--- config.mk ---
export PLATFORM = sky130hd
export DESIGN_NAME = led_blink_command_parser
export DESIGN_NICKNAME = d
export VERILOG_FILES = /design/src/rtl/lbcp_pkg.sv /design/src/rtl/lbcp_front.sv /design/src/rtl/lbcp_queue.sv /design/src/rtl/lbcp_back.sv /design/src/rtl/led_blink_command_parser.sv
export SDC_FILE = /design/constraint.sdc
export NUM_CORES = 1
export LEC_CHECK = 0
export BUFFER_PORTS_ARGS = -buffer_cell sky130_fd_sc_hd__buf_2
export CAP_MARGIN = 40
export CELL_PAD_IN_SITES_DETAIL_PLACEMENT = 1
export CELL_PAD_IN_SITES_GLOBAL_PLACEMENT = 2
export CORE_MARGIN = 2
export CORE_UTILIZATION = 45
export DETAILED_ROUTE_END_ITERATION = 8
export GPL_TIMING_DRIVEN = 0
export PLACE_DENSITY_LB_ADDON = 0.1
export SYNTH_ARGS = -nofsm -noshare
export SYNTH_HDL_FRONTEND = slang
export SYNTH_SLANG_ARGS = --single-unit
--- constraint.sdc ---
create_clock -name clk -period 5.66 [get_ports clk]
set_input_delay 1.132 -clock clk [delete_from_list [all_inputs] [get_ports clk]]
set_output_delay 1.132 -clock clk [all_outputs]
set_load 0.1 [all_outputs]
--- src/rtl/lbcp_pkg.sv ---
// Package for the LED blink command parser: shared constants, codes and item types.
// Used by lbcp_front, lbcp_queue, lbcp_back and led_blink_command_parser.
package lbcp_pkg;

    localparam int LINE_KEEP_DEF = 63;
    localparam int NUM_LEDS      = 3;
    localparam int LED_W         = 2;
    localparam int PERIOD_W      = 16;
    localparam int HALF_W        = 15;
    localparam int ACC_W         = 17;
    localparam int CFG_IDX_W     = 1;
    localparam int DIGIT_W       = 4;

    localparam logic [ACC_W-1:0]    ACC_SAT          = 17'd65536;
    localparam logic [ACC_W-1:0]    ACC_LIMIT        = 17'd6553;
    localparam logic [PERIOD_W-1:0] PERIOD_RESET     = 16'd1000;
    localparam logic [PERIOD_W-1:0] PERIOD_MIN_RESET = 16'd50;
    localparam logic [PERIOD_W-1:0] PERIOD_MAX_RESET = 16'd10000;
    localparam logic [HALF_W-1:0]   HALF_RESET       = 15'd500;

    localparam logic [2:0] PS_L     = 3'd0;
    localparam logic [2:0] PS_E     = 3'd1;
    localparam logic [2:0] PS_D     = 3'd2;
    localparam logic [2:0] PS_NUM   = 3'd3;
    localparam logic [2:0] PS_COLON = 3'd4;
    localparam logic [2:0] PS_DONE  = 3'd5;

    localparam logic [7:0] CHAR_NUL   = 8'h00;
    localparam logic [7:0] CHAR_TAB   = 8'h09;
    localparam logic [7:0] CHAR_LF    = 8'h0A;
    localparam logic [7:0] CHAR_VT    = 8'h0B;
    localparam logic [7:0] CHAR_FF    = 8'h0C;
    localparam logic [7:0] CHAR_CR    = 8'h0D;
    localparam logic [7:0] CHAR_SPACE = 8'h20;
    localparam logic [7:0] CHAR_PLUS  = 8'h2B;
    localparam logic [7:0] CHAR_MINUS = 8'h2D;
    localparam logic [7:0] CHAR_ZERO  = 8'h30;
    localparam logic [7:0] CHAR_NINE  = 8'h39;
    localparam logic [7:0] CHAR_COLON = 8'h3A;
    localparam logic [7:0] CHAR_D     = 8'h44;
    localparam logic [7:0] CHAR_E     = 8'h45;
    localparam logic [7:0] CHAR_L     = 8'h4C;

    localparam logic KIND_BYTE = 1'b0;
    localparam logic KIND_TICK = 1'b1;

    typedef enum logic [1:0] {
        OP_CHAR,
        OP_EOL,
        OP_TICK
    } op_t;

    typedef enum logic [3:0] {
        CLS_NUL,
        CLS_L,
        CLS_E,
        CLS_D,
        CLS_COLON,
        CLS_BLANK,
        CLS_PLUS,
        CLS_MINUS,
        CLS_DIGIT,
        CLS_OTHER
    } cls_t;

    typedef enum logic [1:0] {
        NP_BLANKS,
        NP_DIGITS,
        NP_DONE
    } phase_t;

    typedef enum logic [1:0] {
        ST_NONE   = 2'd0,
        ST_ACCEPT = 2'd1,
        ST_REJECT = 2'd2
    } status_t;

    typedef enum logic [CFG_IDX_W-1:0] {
        CFG_PERIOD_MIN = 1'b0,
        CFG_PERIOD_MAX = 1'b1
    } cfg_idx_t;

    typedef struct packed {
        op_t                op;
        cls_t               cls;
        logic [DIGIT_W-1:0] digit;
    } item_t;

endpackage

--- src/rtl/lbcp_front.sv ---
// Front end: accepts input items and classifies each byte into a parser operation.
// Depends on lbcp_pkg; feeds lbcp_queue.
module lbcp_front (
    input  logic           in_valid,
    output logic           in_ready,
    input  logic           kind,
    input  logic [7:0]     rx_data,
    input  logic           q_full,
    output logic           push,
    output lbcp_pkg::item_t push_item
);
    import lbcp_pkg::*;

    assign in_ready = !q_full;
    assign push     = in_valid && !q_full;

    always_comb
    begin
        push_item.digit = rx_data[DIGIT_W-1:0];
        push_item.cls   = CLS_OTHER;
        push_item.op    = OP_CHAR;
        if (kind == KIND_TICK)
        begin
            push_item.op = OP_TICK;
        end
        else if (rx_data == CHAR_LF || rx_data == CHAR_CR)
        begin
            push_item.op = OP_EOL;
        end
        priority if (rx_data == CHAR_NUL)
            push_item.cls = CLS_NUL;
        else if (rx_data == CHAR_L)
            push_item.cls = CLS_L;
        else if (rx_data == CHAR_E)
            push_item.cls = CLS_E;
        else if (rx_data == CHAR_D)
            push_item.cls = CLS_D;
        else if (rx_data == CHAR_COLON)
            push_item.cls = CLS_COLON;
        else if (rx_data == CHAR_SPACE || rx_data == CHAR_TAB ||
                 rx_data == CHAR_VT || rx_data == CHAR_FF)
            push_item.cls = CLS_BLANK;
        else if (rx_data == CHAR_PLUS)
            push_item.cls = CLS_PLUS;
        else if (rx_data == CHAR_MINUS)
            push_item.cls = CLS_MINUS;
        else if (rx_data >= CHAR_ZERO && rx_data <= CHAR_NINE)
            push_item.cls = CLS_DIGIT;
        else
            push_item.cls = CLS_OTHER;
    end

endmodule

--- src/rtl/lbcp_queue.sv ---
// Two-entry queue of classified items between the front end and the back end.
// Depends on lbcp_pkg.
module lbcp_queue (
    input  logic            clk,
    input  logic            rst_n,
    input  logic            push,
    input  lbcp_pkg::item_t push_item,
    output logic            q_full,
    output logic            q_valid,
    input  logic            pop,
    output lbcp_pkg::item_t q_item
);
    import lbcp_pkg::*;

    item_t      entry_reg [2];
    logic       wr_ptr_reg;
    logic       wr_ptr_next;
    logic       rd_ptr_reg;
    logic       rd_ptr_next;
    logic [1:0] count_reg;
    logic [1:0] count_next;

    assign q_full  = (count_reg == 2'd2);
    assign q_valid = (count_reg != 2'd0);
    assign q_item  = entry_reg[rd_ptr_reg];

    always_comb
    begin
        wr_ptr_next = push ? !wr_ptr_reg : wr_ptr_reg;
        rd_ptr_next = pop ? !rd_ptr_reg : rd_ptr_reg;
        count_next  = count_reg + {1'b0, push} - {1'b0, pop};
    end

    always_ff @(posedge clk or negedge rst_n)
    begin
        if (!rst_n)
        begin
            wr_ptr_reg <= 1'b0;
            rd_ptr_reg <= 1'b0;
            count_reg  <= 2'd0;
        end
        else
        begin
            wr_ptr_reg <= wr_ptr_next;
            rd_ptr_reg <= rd_ptr_next;
            count_reg  <= count_next;
        end
    end

    always_ff @(posedge clk)
    begin
        if (push)
        begin
            entry_reg[wr_ptr_reg] <= push_item;
        end
    end

endmodule

--- src/rtl/lbcp_back.sv ---
// Back end: line parser, LED blinkers, configuration registers and the result register.
// Depends on lbcp_pkg; takes items from lbcp_queue.
module lbcp_back #(
    parameter int LINE_KEEP = lbcp_pkg::LINE_KEEP_DEF
) (
    input  logic                                  clk,
    input  logic                                  rst_n,
    input  logic                                  q_valid,
    input  lbcp_pkg::item_t                       q_item,
    output logic                                  pop,
    input  logic                                  cfg_we,
    input  logic [lbcp_pkg::CFG_IDX_W-1:0]        cfg_index,
    input  logic [lbcp_pkg::PERIOD_W-1:0]         cfg_data,
    output logic                                  out_valid,
    input  logic                                  out_ready,
    output logic [lbcp_pkg::NUM_LEDS-1:0]         led_mask,
    output logic [1:0]                            cmd_status,
    output logic [lbcp_pkg::LED_W-1:0]            cmd_led,
    output logic [lbcp_pkg::PERIOD_W-1:0]         cmd_period
);
    import lbcp_pkg::*;

    localparam int LC_W = $clog2(LINE_KEEP + 1);
    localparam logic [LC_W-1:0] LC_KEEP = LC_W'(LINE_KEEP);

    logic [PERIOD_W-1:0] period_min_reg;
    logic [PERIOD_W-1:0] period_max_reg;

    logic [LC_W-1:0]     line_count_reg,   line_count_next;
    logic [2:0]          prefix_state_reg, prefix_state_next;
    logic                prefix_bad_reg,   prefix_bad_next;
    logic [LED_W-1:0]    target_led_reg,   target_led_next;
    phase_t              phase_reg,        phase_next;
    logic                minus_seen_reg,   minus_seen_next;
    logic [ACC_W-1:0]    acc_reg,          acc_next;
    logic                text_ended_reg,   text_ended_next;

    logic [PERIOD_W-1:0] period_reg  [NUM_LEDS];
    logic [PERIOD_W-1:0] period_next [NUM_LEDS];
    logic [HALF_W-1:0]   half_reg    [NUM_LEDS];
    logic [HALF_W-1:0]   half_next   [NUM_LEDS];
    logic [HALF_W-1:0]   elapsed_reg [NUM_LEDS];
    logic [HALF_W-1:0]   elapsed_next[NUM_LEDS];
    logic [NUM_LEDS-1:0] lit_reg,    lit_next;

    logic                out_valid_reg,  out_valid_next;
    logic [NUM_LEDS-1:0] out_mask_reg,   out_mask_next;
    status_t             out_status_reg, out_status_next;
    logic [LED_W-1:0]    out_led_reg,    out_led_next;
    logic [PERIOD_W-1:0] out_period_reg, out_period_next;

    logic [ACC_W-1:0]    acc_added;
    logic                prefix_ok;
    logic                cmd_ok;

    assign pop        = q_valid && (!out_valid_reg || out_ready);
    assign out_valid  = out_valid_reg;
    assign led_mask   = out_mask_reg;
    assign cmd_status = out_status_reg;
    assign cmd_led    = out_led_reg;
    assign cmd_period = out_period_reg;

    always_comb
    begin
        logic [ACC_W-1:0] acc_sum;
        acc_sum = {acc_reg[ACC_W-4:0], 3'b000} + {acc_reg[ACC_W-2:0], 1'b0}
                + {{(ACC_W-DIGIT_W){1'b0}}, q_item.digit};
        if (acc_reg > ACC_LIMIT || acc_sum > ACC_SAT)
            acc_added = ACC_SAT;
        else
            acc_added = acc_sum;
    end

    always_comb
    begin
        cmd_ok = (prefix_state_reg == PS_DONE) && !prefix_bad_reg
              && !(minus_seen_reg && acc_reg != '0)
              && (acc_reg >= {1'b0, period_min_reg})
              && (acc_reg <= {1'b0, period_max_reg});
    end

    always_comb
    begin
        line_count_next   = line_count_reg;
        prefix_state_next = prefix_state_reg;
        prefix_bad_next   = prefix_bad_reg;
        target_led_next   = target_led_reg;
        phase_next        = phase_reg;
        minus_seen_next   = minus_seen_reg;
        acc_next          = acc_reg;
        text_ended_next   = text_ended_reg;
        period_next       = period_reg;
        half_next         = half_reg;
        elapsed_next      = elapsed_reg;
        lit_next          = lit_reg;
        out_mask_next     = out_mask_reg;
        out_status_next   = out_status_reg;
        out_led_next      = out_led_reg;
        out_period_next   = out_period_reg;
        out_valid_next    = out_valid_reg && !out_ready;
        prefix_ok         = 1'b0;

        if (pop)
        begin
            out_valid_next  = 1'b1;
            out_status_next = ST_NONE;
            out_led_next    = '0;
            out_period_next = '0;
            unique case (q_item.op)
                OP_TICK:
                begin
                    for (int i = 0; i < NUM_LEDS; i++)
                    begin
                        elapsed_next[i] = elapsed_reg[i] + HALF_W'(1);
                        if (elapsed_next[i] >= half_reg[i])
                        begin
                            lit_next[i]     = !lit_reg[i];
                            elapsed_next[i] = '0;
                            half_next[i]    = period_reg[i][PERIOD_W-1:1];
                        end
                    end
                end
                OP_EOL:
                begin
                    if (line_count_reg != '0)
                    begin
                        if (cmd_ok)
                        begin
                            for (int i = 0; i < NUM_LEDS; i++)
                            begin
                                if (target_led_reg == LED_W'(i))
                                    period_next[i] = acc_reg[PERIOD_W-1:0];
                            end
                            out_status_next = ST_ACCEPT;
                            out_led_next    = target_led_reg;
                            out_period_next = acc_reg[PERIOD_W-1:0];
                        end
                        else
                        begin
                            out_status_next = ST_REJECT;
                        end
                        line_count_next   = '0;
                        prefix_state_next = PS_L;
                        prefix_bad_next   = 1'b0;
                        target_led_next   = '0;
                        phase_next        = NP_BLANKS;
                        minus_seen_next   = 1'b0;
                        acc_next          = '0;
                        text_ended_next   = 1'b0;
                    end
                end
                default:
                begin
                    if (line_count_reg < LC_KEEP && !text_ended_reg)
                    begin
                        line_count_next = line_count_reg + LC_W'(1);
                        if (q_item.cls == CLS_NUL)
                        begin
                            text_ended_next = 1'b1;
                        end
                        else if (prefix_state_reg < PS_DONE)
                        begin
                            if (!prefix_bad_reg)
                            begin
                                unique case (prefix_state_reg)
                                    PS_L:   prefix_ok = (q_item.cls == CLS_L);
                                    PS_E:   prefix_ok = (q_item.cls == CLS_E);
                                    PS_D:   prefix_ok = (q_item.cls == CLS_D);
                                    PS_NUM:
                                    begin
                                        prefix_ok = (q_item.cls == CLS_DIGIT)
                                            && (q_item.digit >= DIGIT_W'(1))
                                            && (q_item.digit <= DIGIT_W'(NUM_LEDS));
                                        if (prefix_ok)
                                            target_led_next =
                                                LED_W'(q_item.digit - DIGIT_W'(1));
                                    end
                                    default: prefix_ok = (q_item.cls == CLS_COLON);
                                endcase
                                if (prefix_ok)
                                    prefix_state_next = prefix_state_reg + 3'd1;
                                else
                                    prefix_bad_next = 1'b1;
                            end
                        end
                        else
                        begin
                            unique case (phase_reg)
                                NP_BLANKS:
                                begin
                                    priority if (q_item.cls == CLS_BLANK)
                                    begin
                                        phase_next = NP_BLANKS;
                                    end
                                    else if (q_item.cls == CLS_PLUS ||
                                             q_item.cls == CLS_MINUS)
                                    begin
                                        minus_seen_next = (q_item.cls == CLS_MINUS);
                                        phase_next      = NP_DIGITS;
                                    end
                                    else if (q_item.cls == CLS_DIGIT)
                                    begin
                                        acc_next   = acc_added;
                                        phase_next = NP_DIGITS;
                                    end
                                    else
                                    begin
                                        phase_next = NP_DONE;
                                    end
                                end
                                NP_DIGITS:
                                begin
                                    if (q_item.cls == CLS_DIGIT)
                                        acc_next = acc_added;
                                    else
                                        phase_next = NP_DONE;
                                end
                                default:
                                begin
                                    phase_next = NP_DONE;
                                end
                            endcase
                        end
                    end
                    else if (line_count_reg < LC_KEEP)
                    begin
                        line_count_next = line_count_reg + LC_W'(1);
                    end
                end
            endcase
            out_mask_next = lit_next;
        end
    end

    always_ff @(posedge clk or negedge rst_n)
    begin
        if (!rst_n)
        begin
            period_min_reg <= PERIOD_MIN_RESET;
            period_max_reg <= PERIOD_MAX_RESET;
        end
        else if (cfg_we)
        begin
            unique case (cfg_idx_t'(cfg_index))
                CFG_PERIOD_MIN: period_min_reg <= cfg_data;
                CFG_PERIOD_MAX: period_max_reg <= cfg_data;
                default:        period_min_reg <= period_min_reg;
            endcase
        end
    end

    always_ff @(posedge clk or negedge rst_n)
    begin
        if (!rst_n)
        begin
            line_count_reg   <= '0;
            prefix_state_reg <= PS_L;
            prefix_bad_reg   <= 1'b0;
            target_led_reg   <= '0;
            phase_reg        <= NP_BLANKS;
            minus_seen_reg   <= 1'b0;
            acc_reg          <= '0;
            text_ended_reg   <= 1'b0;
            for (int i = 0; i < NUM_LEDS; i++)
            begin
                period_reg[i]  <= PERIOD_RESET;
                half_reg[i]    <= HALF_RESET;
                elapsed_reg[i] <= '0;
            end
            lit_reg          <= '1;
            out_valid_reg    <= 1'b0;
        end
        else
        begin
            line_count_reg   <= line_count_next;
            prefix_state_reg <= prefix_state_next;
            prefix_bad_reg   <= prefix_bad_next;
            target_led_reg   <= target_led_next;
            phase_reg        <= phase_next;
            minus_seen_reg   <= minus_seen_next;
            acc_reg          <= acc_next;
            text_ended_reg   <= text_ended_next;
            period_reg       <= period_next;
            half_reg         <= half_next;
            elapsed_reg      <= elapsed_next;
            lit_reg          <= lit_next;
            out_valid_reg    <= out_valid_next;
        end
    end

    always_ff @(posedge clk)
    begin
        out_mask_reg   <= out_mask_next;
        out_status_reg <= out_status_next;
        out_led_reg    <= out_led_next;
        out_period_reg <= out_period_next;
    end

    a_accept_in_limits: assert property (@(posedge clk) disable iff (!rst_n)
        out_valid_reg && out_status_reg == ST_ACCEPT |->
            out_period_reg >= period_min_reg && out_period_reg <= period_max_reg)
        else $error("Accepted period lies outside the configured limits.");

    a_no_cmd_fields: assert property (@(posedge clk) disable iff (!rst_n)
        out_valid_reg && out_status_reg != ST_ACCEPT |->
            out_led_reg == '0 && out_period_reg == '0)
        else $error("Command fields are set on an item that accepted no command.");

    a_line_count_bound: assert property (@(posedge clk) disable iff (!rst_n)
        line_count_reg <= LC_KEEP)
        else $error("Line count ran past the kept length.");

    a_prefix_bound: assert property (@(posedge clk) disable iff (!rst_n)
        prefix_state_reg <= PS_DONE)
        else $error("Prefix matcher ran past the end of the prefix.");

    a_tick_leaves_parser: assert property (@(posedge clk) disable iff (!rst_n)
        pop && q_item.op == OP_TICK |=> $stable(line_count_reg) && $stable(acc_reg))
        else $error("A tick item changed the line parser.");

endmodule

--- src/rtl/led_blink_command_parser.sv ---
// Top level of the LED blink command parser: front end, item queue and back end.
// Depends on lbcp_pkg, lbcp_front, lbcp_queue and lbcp_back.
//
//  Channel  Direction  Handshake               Payload
//  in       input      in_valid / in_ready     kind, rx_data
//  out      output     out_valid / out_ready   led_mask, cmd_status, cmd_led, cmd_period
//  cfg      input      cfg_we                  cfg_index, cfg_data
//
// Each item produces exactly one result item; one item per cycle is sustained while
// out_ready is high. The back end finishes an item in the cycle it leaves the queue.
// Reset clears the parser, sets every period to 1000 ms and lights all LEDs.
// A stalled output holds one result; the two-entry queue takes items until it is full.
module led_blink_command_parser #(
    parameter int LINE_KEEP = lbcp_pkg::LINE_KEEP_DEF
) (
    input  logic                                  clk,
    input  logic                                  rst_n,
    input  logic                                  in_valid,
    output logic                                  in_ready,
    input  logic                                  kind,
    input  logic [7:0]                            rx_data,
    output logic                                  out_valid,
    input  logic                                  out_ready,
    output logic [lbcp_pkg::NUM_LEDS-1:0]         led_mask,
    output logic [1:0]                            cmd_status,
    output logic [lbcp_pkg::LED_W-1:0]            cmd_led,
    output logic [lbcp_pkg::PERIOD_W-1:0]         cmd_period,
    input  logic                                  cfg_we,
    input  logic [lbcp_pkg::CFG_IDX_W-1:0]        cfg_index,
    input  logic [lbcp_pkg::PERIOD_W-1:0]         cfg_data
);
    import lbcp_pkg::*;

    logic  push;
    item_t push_item;
    logic  q_full;
    logic  q_valid;
    logic  pop;
    item_t q_item;

    lbcp_front u_front (
        .in_valid  (in_valid),
        .in_ready  (in_ready),
        .kind      (kind),
        .rx_data   (rx_data),
        .q_full    (q_full),
        .push      (push),
        .push_item (push_item)
    );

    lbcp_queue u_queue (
        .clk       (clk),
        .rst_n     (rst_n),
        .push      (push),
        .push_item (push_item),
        .q_full    (q_full),
        .q_valid   (q_valid),
        .pop       (pop),
        .q_item    (q_item)
    );

    lbcp_back #(
        .LINE_KEEP (LINE_KEEP)
    ) u_back (
        .clk        (clk),
        .rst_n      (rst_n),
        .q_valid    (q_valid),
        .q_item     (q_item),
        .pop        (pop),
        .cfg_we     (cfg_we),
        .cfg_index  (cfg_index),
        .cfg_data   (cfg_data),
        .out_valid  (out_valid),
        .out_ready  (out_ready),
        .led_mask   (led_mask),
        .cmd_status (cmd_status),
        .cmd_led    (cmd_led),
        .cmd_period (cmd_period)
    );

endmodule

==> summary.txt <==
DRC viols: 0
Slew Limit Headroom: 40.9%
Post-synth EDFFs: 43
run status: finished clean
WHS: 0.497 ns
worst reg-to-reg setup slack: 1.24 ns
num rows: 64
drt pass-1 iters: 4
post-route insts no fill: 1,785
initial antenna violation count: 0
Placer Congestion: 0.830
post-DP HPWL: 24,600 um
worst path arrival time: 4.84 ns
CP Buf/Inv Count: 1
Port-buffer cells: 54
synthesized flop and latch total: 251
Hold/Removal Path Class: flop to flop
# Post-CTS Setup Buffers: 0
ys flop type: dfrtp_1
total number of vias: 9,782
global-route wire length before repair: 56,100 um
critical path required time: 6.08 ns
commonest non-fill, non-tap cell in the layout: dfrtp_1
Seq/Total Area, Yosys: 47.5%
Syn Nets: 1,429
skew final: 0.0130 ns
cell count after synthesis: 1,277
die height: 179 um
clock transition at the registers of the reported paths: 0.06 ns
min cycle time layout: 4.42 ns
1st-iter DRT viols: 399
crit-path max cell delay: 0.48 ns
core region area: 30,400 um^2
number of global-route vias before repair: 10,300
Final ANT Viol Nets: 0
leakage dissipation: 0.00732 uW
RSZ-0062 raised after global routing: no
PD cells: 378 nW/um^2
f_max: 0.226 GHz
pin count of the biggest net entering global routing: 110
layout cells sized above 1: 20.6%
Max Slew Vio Count: 0
H-tree depth: 1
die area: 32,100 um^2
chip width: 179 um
Worst Slack Setup Final: 1.24 ns
startpoint types: flop
period utilization: 78.1%
post-cts resize count: 0
Tightest Pin Transition: 0.887 ns
Syn-to-layout area delta: 13.2%
max cap viols: 0
VDD IR-drop max: 0.377 mV
global route overflow: 0
# fillers: 3,337
Initial Util: 45.4%
yosys warns: 0
Syn Std Cell Area: 13,800 um^2
wire per inst: 19.3 um
most frequent cells in the layout: dfrtp_1, ha_1, mux2_2
Sink Count: 251
Yosys cell types: 67
clock buffer depth: 3
Crit Path Max Fanout: 10
CP endpoint kind: flop
worst slack at placement: 1.23 ns
post-layout util: 51.3%
nets@finish: 1,519
Crit-path slowest cell: clkbuf_1
# setup viols final: 0
vias per cell: 5.48
CTS tree: built
Mean Syn Cell Area: 10.8 um^2
Synth async-reset ratio: 82.9%
Post-CTS Hold Fix Bufs: 0
Clk Latency, worst-skew pair: 0.55 ns
total routed wirelength: 34,500 um
# diodes: 0
critical path start-end classification: flop to flop
Root Buffer: clkbuf_16
critical path, cell by cell: ha_1 > nand3_1 > nor2_1 > nand3_1 > nor2_1 > xor2_1 > ha_1 > a21o_1 > a211o_1 > a311oi_1 > a31oi_1 > nand2_1 > clkbuf_1 > mux2_2
CTS Buf Count: 29
delay-heaviest family, CP: simple AND/OR/NAND/NOR gates
Overall Global Routing Usage: 22.3%
final number of hold-violating endpoints: 0
placed insts: 1,731
IO Pins: 56
[power by group]
part,total (uW),switching [uW],internal [uW]
Clock,1900,764,1130
Combinational,1740,1260,485
Sequential,2260,161,2100
Total,5900,2190,3720
[cell families (layout without fill, tap and decap cells)]
family                     count (synthesis)  in the layout  synth area share, %
and+or+nand+nor                          343            343                 12.6
DFF                                      251            251                 47.5
AOI/OAI and AO/OA                        223            223                 10.4
buffers and inverters                    149            261                 4.24
muxes                                    126            126                 10.2
adders and majority gates                121            121                 11.1
xor gates and xnor gates                  64             64                 4.06
[synthesized netlist by cell type, types with 11 or more instances]
cell / count / share of area [%]
a21o_1: 16 / 0.87
a21oi_1: 39 / 1.4
a22o_1: 21 / 1.3
and2_1: 18 / 0.82
and3_1: 35 / 1.6
clkbuf_1: 29 / 0.79
dfrtp_1: 161 / 29
dfstp_2: 47 / 8.9
edfxtp_1: 43 / 9.4
ha_1: 119 / 11
inv_1: 110 / 3.0
mux2_2: 116 / 9.5
nand2_1: 112 / 3.0
nand2b_1: 11 / 0.50
nand3_1: 43 / 1.6
nand4_1: 13 / 0.59
nor2_1: 62 / 1.7
o21ai_0: 75 / 2.7
xnor2_1: 35 / 2.2
xor2_1: 29 / 1.8
[routing by layer]
| layer | GRT usage (%) | vias up | part of all wire (%) |
|---|---|---|---|
| met2 | 38.1 | 85 | 48 |
| met5 | 0 | - | 0 |
| met3 | 2.21 | 46 | 2.0 |
| met4 | 4.70 | 0 | 2.0 |
| met1 | 30.8 | 4938 | 47 |
| li1 | - | 4713 | - |
[layout make-up]
class                      count  area (um^2)  share of cell area (%)
sequential                   251         6560                    42.0
tap                          396          495                    3.17
clock inverter                13          116                   0.745
buffer                        39          173                    1.11
inverter                     110          413                    2.64
clock buffer                  40          850                    5.44
timing repair buffer          59          358                    2.29
multi-input combinational    877         6660                    42.6
[final timing paths]
kind | to | startpoint | cells past startpoint
worst max register to register | u_back.half_reg[11]$_DFFE_PN0P_ | u_back.elapsed_reg[0]$_DFFE_PN0P_ | 14
worst min register to register | u_queue.wr_ptr_reg$_DFFE_PN0P_ | u_queue.wr_ptr_reg$_DFFE_PN0P_ | 1
worst min-delay path | u_queue.wr_ptr_reg$_DFFE_PN0P_ | u_queue.wr_ptr_reg$_DFFE_PN0P_ | 1
min in group asynchronous | u_back.elapsed_reg[11]$_DFFE_PN0P_ | rst_n | 1
max in group asynchronous | u_back.period_reg[39]$_DFFE_PN1P_ | rst_n | 2
worst max-delay path | u_back.half_reg[11]$_DFFE_PN0P_ | u_back.elapsed_reg[0]$_DFFE_PN0P_ | 14
[per-stage QoR]
step / cell area, um^2 / total power, uW / setup TNS [ns]
2_1_floorplan: 13800 / 3550 / 0
3_3_place_gp: 14600 / 3980 / -43.20
3_5_place_dp: 14600 / 4050 / 0
4_1_cts: 15600 / 5980 / 0
5_1_grt: 15600 / 6200 / 0
6_report: 15600 / 5900 / 0
Power figures use the tool's default switching activity.
